<file path="config.mk">
export PLATFORM = sky130hd
export DESIGN_NAME = smallest_range_attribute_lookup_top_flat
export DESIGN_NICKNAME = d
export VERILOG_FILES = /design/src/rtl/core/sral_pkg.sv /design/src/rtl/core/sral_if.sv /design/src/rtl/core/sral_ctrl.sv /design/src/rtl/core/sral_dp.sv /design/src/rtl/core/smallest_range_attribute_lookup_top.sv /design/src/flat_wrapper.sv
export SDC_FILE = /design/constraint.sdc
export NUM_CORES = 2
export LEC_CHECK = 0
export BUFFER_PORTS_ARGS = -buffer_cell sky130_fd_sc_hd__buf_2
export CAP_MARGIN = 10
export CORE_ASPECT_RATIO = 1.2
export CORE_MARGIN = 2
export CORE_UTILIZATION = 65
export CTS_BUF_LIST = sky130_fd_sc_hd__clkbuf_2
export DETAILED_ROUTE_END_ITERATION = 8
export PLACE_DENSITY_LB_ADDON = 0.3
export SETUP_SLACK_MARGIN = 0.4
export SYNTH_ARGS = -nofsm -noshare
export SYNTH_HDL_FRONTEND = slang
export SYNTH_HIERARCHICAL = 1
export SYNTH_SLANG_ARGS = --single-unit
</file>
<file path="constraint.sdc">
create_clock -name i_clk -period 29.5 [get_ports i_clk]
set_input_delay 2.95 -clock i_clk [delete_from_list [all_inputs] [get_ports i_clk]]
set_output_delay 2.95 -clock i_clk [all_outputs]
set_load 0.02 [all_outputs]
</file>
<file path="src/rtl/core/sral_pkg.sv">
package sral_pkg;
    typedef enum logic [1:0] {
        CMD_SET    = 2'd0,
        CMD_CLEAR  = 2'd1,
        CMD_LOOKUP = 2'd2,
        CMD_NONE   = 2'd3
    } t_cmd;

    typedef struct packed {
        logic start;
        logic step;
        logic finish;
    } t_ctl;

    typedef struct packed {
        logic last;
    } t_sts;
endpackage

</file>
<file path="src/rtl/core/sral_if.sv">
interface sral_in_if;
    logic        valid;
    logic        ready;
    logic [1:0]  command;
    logic [63:0] range_start;
    logic [63:0] range_end;
    logic [31:0] new_color;
    logic [63:0] lookup_address;
    modport source(output valid, command, range_start, range_end, new_color, lookup_address,
                   input ready);
    modport sink(input valid, command, range_start, range_end, new_color, lookup_address,
                 output ready);
endinterface

interface sral_out_if #(parameter int CW = 5);
    logic          valid;
    logic          ready;
    logic          hit;
    logic [31:0]   found_color;
    logic          table_full;
    logic [CW-1:0] entry_count;
    modport source(output valid, hit, found_color, table_full, entry_count, input ready);
    modport sink(input valid, hit, found_color, table_full, entry_count, output ready);
endinterface

</file>
<file path="src/rtl/core/sral_ctrl.sv">
module sral_ctrl
    import sral_pkg::*;
(
    input  logic i_clk,
    input  logic i_rst_n,
    input  logic i_valid,
    output logic o_ready,
    output logic o_valid,
    input  logic i_ready,
    input  t_sts i_sts,
    output t_ctl o_ctl
);
    typedef enum logic [2:0] {
        S_IDLE = 3'b001,
        S_SCAN = 3'b010,
        S_OUT  = 3'b100
    } t_state;

    t_state r_state, n_state;

    always_comb begin
        n_state = r_state;
        o_ctl   = '0;
        unique case (r_state)
            S_IDLE: begin
                if (i_valid) begin
                    o_ctl.start = 1'b1;
                    n_state     = S_SCAN;
                end
            end
            S_SCAN: begin
                if (i_sts.last) begin
                    o_ctl.finish = 1'b1;
                    n_state      = S_OUT;
                end else begin
                    o_ctl.step = 1'b1;
                end
            end
            S_OUT: begin
                if (i_ready) n_state = S_IDLE;
            end
            default: n_state = S_IDLE;
        endcase
    end

    assign o_ready = r_state == S_IDLE;
    assign o_valid = r_state == S_OUT;

    always_ff @(posedge i_clk) begin
        if (!i_rst_n) r_state <= S_IDLE;
        else          r_state <= n_state;
    end
endmodule

</file>
<file path="src/rtl/core/sral_dp.sv">
module sral_dp
    import sral_pkg::*;
#(
    parameter int N  = 16,
    parameter int AW = 4,
    parameter int CW = 5
) (
    input  logic          i_clk,
    input  logic          i_rst_n,
    input  t_ctl          i_ctl,
    output t_sts          o_sts,
    input  logic [1:0]    i_command,
    input  logic [63:0]   i_range_start,
    input  logic [63:0]   i_range_end,
    input  logic [31:0]   i_new_color,
    input  logic [63:0]   i_lookup_address,
    input  logic          i_cfg_we,
    input  logic [31:0]   i_cfg_data,
    output logic          o_hit,
    output logic [31:0]   o_found_color,
    output logic          o_table_full,
    output logic [CW-1:0] o_entry_count
);
    logic [63:0] r_st  [N];
    logic [63:0] r_en  [N];
    logic [31:0] r_col [N];
    logic [CW-1:0] r_used, r_rd, r_wr;
    logic [31:0] r_nocol;
    t_cmd        r_cmd;
    logic [63:0] r_s, r_e, r_a, r_best;
    logic [31:0] r_c, r_bcol;
    logic        r_found, r_full;

    logic [AW-1:0] rd_idx, wr_idx;
    logic [63:0]   cur_s, cur_e, sz;
    logic          scanning, match, inside_rng;

    assign rd_idx     = r_rd[AW-1:0];
    assign wr_idx     = r_wr[AW-1:0];
    assign scanning   = r_rd < r_used;
    assign cur_s      = r_st[rd_idx];
    assign cur_e      = r_en[rd_idx];
    assign match      = cur_s == r_s && cur_e == r_e;
    assign inside_rng = r_a >= cur_s && r_a < cur_e;
    assign sz         = cur_e - cur_s;
    assign o_sts.last = !scanning || r_cmd != CMD_SET && r_cmd != CMD_LOOKUP;

    always_ff @(posedge i_clk) begin
        if (!i_rst_n) begin
            r_used  <= '0;
            r_nocol <= '1;
        end else begin
            if (i_cfg_we) r_nocol <= i_cfg_data;
            if (i_ctl.start) begin
                r_cmd   <= t_cmd'(i_command);
                r_s     <= i_range_start;
                r_e     <= i_range_end;
                r_c     <= i_new_color;
                r_a     <= i_lookup_address;
                r_rd    <= '0;
                r_wr    <= '0;
                r_found <= 1'b0;
                r_bcol  <= '0;
                r_full  <= 1'b0;
                o_hit         <= 1'b0;
                o_found_color <= '0;
                o_table_full  <= 1'b0;
            end else if (i_ctl.step && scanning) begin
                r_rd <= r_rd + 1'b1;
                if (r_cmd == CMD_SET) begin
                    if (!match) begin
                        r_st[wr_idx]  <= cur_s;
                        r_en[wr_idx]  <= cur_e;
                        r_col[wr_idx] <= r_col[rd_idx];
                        r_wr <= r_wr + 1'b1;
                    end
                end else if (inside_rng && (!r_found || sz < r_best)) begin
                    r_found <= 1'b1;
                    r_best  <= sz;
                    r_bcol  <= r_col[rd_idx];
                end
            end else if (i_ctl.finish) begin
                unique case (r_cmd)
                    CMD_SET: begin
                        if (r_c == r_nocol) begin
                            r_used <= r_wr;
                        end else if (r_wr >= CW'(N)) begin
                            r_used       <= r_wr;
                            o_table_full <= 1'b1;
                        end else begin
                            r_st[wr_idx]  <= r_s;
                            r_en[wr_idx]  <= r_e;
                            r_col[wr_idx] <= r_c;
                            r_used        <= r_wr + 1'b1;
                        end
                    end
                    CMD_CLEAR: r_used <= '0;
                    CMD_LOOKUP: begin
                        o_hit         <= r_found;
                        o_found_color <= r_bcol;
                    end
                    default: ;
                endcase
            end
        end
    end

    assign o_entry_count = r_used;
endmodule

</file>
<file path="src/rtl/core/smallest_range_attribute_lookup_top.sv">
// channel | dir | payload
// i_in    | in  | command, range_start, range_end, new_color, lookup_address
// o_out   | out | hit, found_color, table_full, entry_count
// cfg     | in  | i_cfg_we, i_cfg_data (no_color_value)
// A set or lookup goes through accept, a scan with one table entry read per
// scan cycle over the used entries, a finish step and a result step; clear
// and the unused code skip the scan. One item at a time; a stalled result
// holds the block. Synchronous active-low reset empties the table; no
// clearing pass.
module smallest_range_attribute_lookup_top
    import sral_pkg::*;
#(
    parameter int TABLE_ENTRIES = 16
) (
    input  logic       i_clk,
    input  logic       i_rst_n,
    sral_in_if.sink    i_in,
    sral_out_if.source o_out,
    input  logic       i_cfg_we,
    input  logic [31:0] i_cfg_data
);
    localparam int AW = (TABLE_ENTRIES > 1) ? $clog2(TABLE_ENTRIES) : 1;
    localparam int CW = $clog2(TABLE_ENTRIES + 1);

    t_ctl ctl;
    t_sts sts;

    sral_ctrl u_ctrl (
        .i_clk(i_clk), .i_rst_n(i_rst_n),
        .i_valid(i_in.valid), .o_ready(i_in.ready),
        .o_valid(o_out.valid), .i_ready(o_out.ready),
        .i_sts(sts), .o_ctl(ctl)
    );

    sral_dp #(.N(TABLE_ENTRIES), .AW(AW), .CW(CW)) u_dp (
        .i_clk(i_clk), .i_rst_n(i_rst_n), .i_ctl(ctl), .o_sts(sts),
        .i_command(i_in.command), .i_range_start(i_in.range_start),
        .i_range_end(i_in.range_end), .i_new_color(i_in.new_color),
        .i_lookup_address(i_in.lookup_address),
        .i_cfg_we(i_cfg_we), .i_cfg_data(i_cfg_data),
        .o_hit(o_out.hit), .o_found_color(o_out.found_color),
        .o_table_full(o_out.table_full), .o_entry_count(o_out.entry_count)
    );
endmodule

</file>
<file path="src/flat_wrapper.sv">
// flat-port wrapper written by rule: the top's interface ports become plain ports
module smallest_range_attribute_lookup_top_flat import sral_pkg::*;
#(
    parameter int TABLE_ENTRIES = 16
)
  (i_clk, i_rst_n, i_cfg_we, i_cfg_data, i_in_valid, i_in_command, i_in_range_start, i_in_range_end, i_in_new_color, i_in_lookup_address, i_in_ready, o_out_valid, o_out_hit, o_out_found_color, o_out_table_full, o_out_entry_count, o_out_ready);
  sral_in_if i_in_i ();
  sral_out_if o_out_i ();
  input  logic i_clk;
  input  logic i_rst_n;
  input  logic i_cfg_we;
  input  logic [31:0] i_cfg_data;
  input wire logic [$bits(i_in_i.valid)-1:0] i_in_valid;
  input wire logic [$bits(i_in_i.command)-1:0] i_in_command;
  input wire logic [$bits(i_in_i.range_start)-1:0] i_in_range_start;
  input wire logic [$bits(i_in_i.range_end)-1:0] i_in_range_end;
  input wire logic [$bits(i_in_i.new_color)-1:0] i_in_new_color;
  input wire logic [$bits(i_in_i.lookup_address)-1:0] i_in_lookup_address;
  output wire logic [$bits(i_in_i.ready)-1:0] i_in_ready;
  output wire logic [$bits(o_out_i.valid)-1:0] o_out_valid;
  output wire logic [$bits(o_out_i.hit)-1:0] o_out_hit;
  output wire logic [$bits(o_out_i.found_color)-1:0] o_out_found_color;
  output wire logic [$bits(o_out_i.table_full)-1:0] o_out_table_full;
  output wire logic [$bits(o_out_i.entry_count)-1:0] o_out_entry_count;
  input wire logic [$bits(o_out_i.ready)-1:0] o_out_ready;
  assign i_in_i.valid = i_in_valid;
  assign i_in_i.command = i_in_command;
  assign i_in_i.range_start = i_in_range_start;
  assign i_in_i.range_end = i_in_range_end;
  assign i_in_i.new_color = i_in_new_color;
  assign i_in_i.lookup_address = i_in_lookup_address;
  assign i_in_ready = i_in_i.ready;
  assign o_out_valid = o_out_i.valid;
  assign o_out_hit = o_out_i.hit;
  assign o_out_found_color = o_out_i.found_color;
  assign o_out_table_full = o_out_i.table_full;
  assign o_out_entry_count = o_out_i.entry_count;
  assign o_out_i.ready = o_out_ready;
  smallest_range_attribute_lookup_top #(.TABLE_ENTRIES(TABLE_ENTRIES)) u_core (.i_clk(i_clk), .i_rst_n(i_rst_n), .i_in(i_in_i), .o_out(o_out_i), .i_cfg_we(i_cfg_we), .i_cfg_data(i_cfg_data));
endmodule
</file>
==> flow_metrics.env <==
export IMPL_path_buf_inv=4
export IMPL_layout_min_cycle_time_ns=10.60
export IMPL_final_area_sq_um=134000
export IMPL_hold_viol=0
export IMPL_syn_area_sq_um=123000
export IMPL_synth_distinct_cells=76
export IMPL_synthFlopType="edfxtp_1"
export IMPL_fin_nets=7796
export IMPL_ys_async_sr_fraction=0
export IMPL_clock_sinks=2971
export IMPL_multi_input_area_sq_um=31900
export IMPL_crit_fanout=66
export IMPL_drive_above_1_share=0.310
export IMPL_crit_type="reg2reg"
export IMPL_power_switching_uw=2560
export IMPL_ys_seq_area_frac=0.724
export IMPL_min_path_type="reg2reg"
export IMPL_synth_net_count=6862
export IMPL_first_pass_iters=8
export IMPL_drt_iter0_drc=9954
export IMPL_combinationalPowerShare=0.166
export IMPL_fp_dieH_um=480
export IMPL_dp_cells=9044
export IMPL_fin_crit_sh=0.359
export IMPL_seqPwrFrac=0.546
export IMPL_initial_core_util=0.655
export IMPL_ff2ff_path_depth=27
export IMPL_grt_pass1_wl_um=471000
export IMPL_grt_max_degree=119
export IMPL_clk_insertion_delay_late_ns=2.06
export IMPL_slowest_delay_ns=0.86
export IMPL_synth_top_area_share=0.716
export IMPL_synth_edff_count=2927
export IMPL_setup_viol=0
export IMPL_io_pins=304
export IMPL_pwr_share_clk=0.288
export IMPL_power_leakage_uw=0.0465
export IMPL_finalMaxSlewViolations=0
export IMPL_cts_root_buf="clkbuf_2"
export IMPL_crit_path_start_kind="flop"
export IMPL_whs_path_depth=2
export IMPL_finClkSkew_ns=0.158
export IMPL_overflow=0
export IMPL_slowest_stage="buf_4"
export IMPL_crit_arrival_ns=12.06
export IMPL_timing_slew_headroom=0.0489
export IMPL_power_density_nw_per_um2=66.8
export IMPL_grt_use_total=0.347
export IMPL_antenna_found_initial=19
export IMPL_maxCapViolCount=0
export IMPL_drc=0
export IMPL_numCtsBuffers=686
export IMPL_yosys_warnings=6
export IMPL_finalWirelength_um=332000
export IMPL_final_seq_area_sq_um=88800
export IMPL_rr_endpoint="u_core/u_dp/r_bcol[24]"
export IMPL_port_buffers=303
export IMPL_dieArea_sq_um=192000
export IMPL_regToRegSetupSlack_ns=18.90
export IMPL_cts_setup_buffers=0
export IMPL_ant_nets=0
export IMPL_worstHoldStart="u_core/u_dp/r_nocol[3]"
export IMPL_max_freq_ghz=0.0944
export IMPL_dpl_cell_area_sq_um=128000
export IMPL_end_kind="flop"
export IMPL_die_w_um=401
export IMPL_ir_worst_vdd_mv=0.0515
export IMPL_cts_tree="built"
export IMPL_clk_pin_slew_ns=0.10
export IMPL_critPathRequiredTime_ns=30.96
export IMPL_yosysTopAreaCell="edfxtp_1"
export IMPL_syn_avg_cell_area_sq_um=19.4
export IMPL_routabilityCongestion=0.947
export IMPL_tightest_slew_ns=1.43
export IMPL_min_to="u_core/u_dp/r_nocol[3]"
export IMPL_via_per_inst=6.73
export IMPL_ys_ff_latch=2971
export IMPL_rows=174
export IMPL_rsz0062_at_grt="no"
export IMPL_post_drt_wl_per_cell_um=32.4
export IMPL_layout_cells_non_filler=10246
export IMPL_cts_resized=0
export IMPL_place_hpwl_um=199000
export IMPL_status="completed"
export IMPL_grt_pass1_vias=68999
export IMPL_core_sq_um=187000
export IMPL_htree_num_levels=6
export IMPL_area_growth_pct=9.23
export IMPL_tns_ns=0
export IMPL_clk_path_buf_depth=4
export IMPL_power_report_internal_total_uw=6400
export IMPL_critPathTopFamily="compound AO/OA/AOI/OAI gates"
export IMPL_syn_inst=6335
export IMPL_synthTopCellsByArea="edfxtp_1, mux4_2, ha_1"
export IMPL_hold_buffers=0
export IMPL_vias=68930
export IMPL_p_sw_frac=0.286
export IMPL_fill_cells=11443
==> power groups by stage <==
| stage | Combinational (uW) | Sequential [uW] | Clock, uW |
|---|---|---|---|
| 2_1_floorplan | 955 | 4960 | 0 |
| 3_3_place_gp | 1410 | 4980 | 0 |
| 3_5_place_dp | 1450 | 4980 | 0 |
| 4_1_cts | 1460 | 4890 | 2620 |
| 5_1_grt | 1590 | 4890 | 2830 |
| 6_report | 1490 | 4890 | 2580 |
==> synthesized netlist by cell type (all sizes together), types with 11 or more instances <==
master,instances
a2111oi,11
a211oi,14
a21o,120
a21oi,145
a221oi,14
a31oi,18
and2,40
buf,161
clkbuf,107
dfxtp,44
edfxtp,2927
ha,263
inv,239
mux2,32
mux2i,127
mux4,751
nand2,387
nand2b,23
nand3,26
nand4,58
nor2,94
nor2b,74
nor3,25
nor4,25
o21a,12
o21ai,230
o22ai,13
xnor2,106
xor2,99
==> tightest hold or removal path, delay by kind of cell, from the launching register on <==
family | cells | cell delay, ns
simple gates | 1 | 0.06
flops | 1 | 0.36
mux | 1 | 0.07
==> cell families (layout without fill, tap and decap cells) <==
| group | Yosys count | count (layout) | synth area share |
|---|---|---|---|
| flip-flops | 2971 | 2971 | 0.724 |
| multiplexers | 910 | 910 | 0.151 |
| AND/OR/NAND/NOR | 808 | 808 | 0.0315 |
| AO/OA/AOI/OAI | 670 | 670 | 0.0341 |
| buffers and inverters | 507 | 1944 | 0.0180 |
| adder cells (fa/ha/maj) | 264 | 264 | 0.0270 |
| XOR/XNOR | 205 | 205 | 0.0146 |
| other | 0 | 10 | 0 |
==> cells in the final DEF, fill, tap and decap left out, types with 10 or more instances in the layout <==
cell and count:
a2111oi_0 11, a211oi_1 14, a21o_1 120, a21oi_1 144, a221oi_1 14, a31oi_1 17
and2_1 38, buf_12 17, buf_2 307, buf_4 189, bufinv_16 10, clkbuf_2 1017
clkinv_1 125, clkinv_2 23, dfxtp_1 40, diode_2 10, edfxtp_1 2927, ha_1 263
inv_1 236, inv_2 13, mux2_2 32, mux2i_1 127, mux4_2 751, nand2_1 386
nand2b_1 23, nand3_1 25, nand4_1 58, nor2_1 91, nor2b_1 73, nor3_1 21
nor4_1 23, o211ai_1 10, o21a_1 12, o21ai_0 185, o21ai_1 45, o21bai_1 10
o22ai_1 13, xnor2_1 106, xor2_1 99
==> sequential cells by signal, summed over array words and instances, names as in the netlist, 5 cells and up, named ones only <==
register	count
u_core/u_dp/r_wr	5
u_core/u_dp/r_s	64
u_core/u_dp/r_best	64
u_core/u_dp/r_st	1024
u_core/u_dp/r_bcol	32
u_core/u_dp/r_c	32
u_core/u_dp/r_rd	5
u_core/u_dp/r_col	512
u_core/u_dp/r_a	64
u_core/u_dp/r_nocol	32
u_core/u_dp/o_entry_count	5
u_core/u_dp/r_en	1024
u_core/u_dp/r_e	64
u_core/u_dp/o_found_color	32
==> cell type report <==
| class | instances | area share |
|---|---|---|
| tap | 2464 | 0.0230 |
| timing repair buffer | 514 | 0.0247 |
| antenna | 10 | 0.000187 |
| multi-input combinational | 2857 | 0.238 |
| clock buffer | 1017 | 0.0380 |
| inverter | 239 | 0.00682 |
| clock inverter | 174 | 0.00713 |
| sequential | 2971 | 0.662 |
==> through the flow <==
stage	hold WS [ns]	setup slack [ns]	util	power [uW]
after floorplan	0.462	7.96	-	5920
after detailed placement	0.484	19.19	0.683	6440
final	0.514	18.90	0.715	8960
after global placement	0.474	19.32	0.682	6400
after CTS	0.510	19.08	0.715	8980
after global routing	0.537	18.60	0.715	9310
==> layer usage <==
layer  global-route usage  wire length, um  vias to the layer above
li1                     -                -                    28017
met1                0.469           116000                    34940
met2                0.528           155000                     5150
met3                0.110            46300                      815
met4                0.151            14400                        8
met5                    0               66                        -
==> worst max-delay path by stage <==
stage | startpoint | end | depth (start not counted)
final | flop | u_core/u_dp/r_bcol[24] | 27
after global routing | flop | u_core/u_dp/r_bcol[24] | 25
after CTS | flop | u_core/u_dp/r_bcol[2] | 27
after detailed placement | flop | u_core/u_dp/r_bcol[27] | 27
after global placement | flop | u_core/u_dp/r_bcol[27] | 25
after floorplan | i_in_valid | u_core/u_dp/r_col[1][0] | 8
No activity file was read; power rests on OpenSTA's default activity.
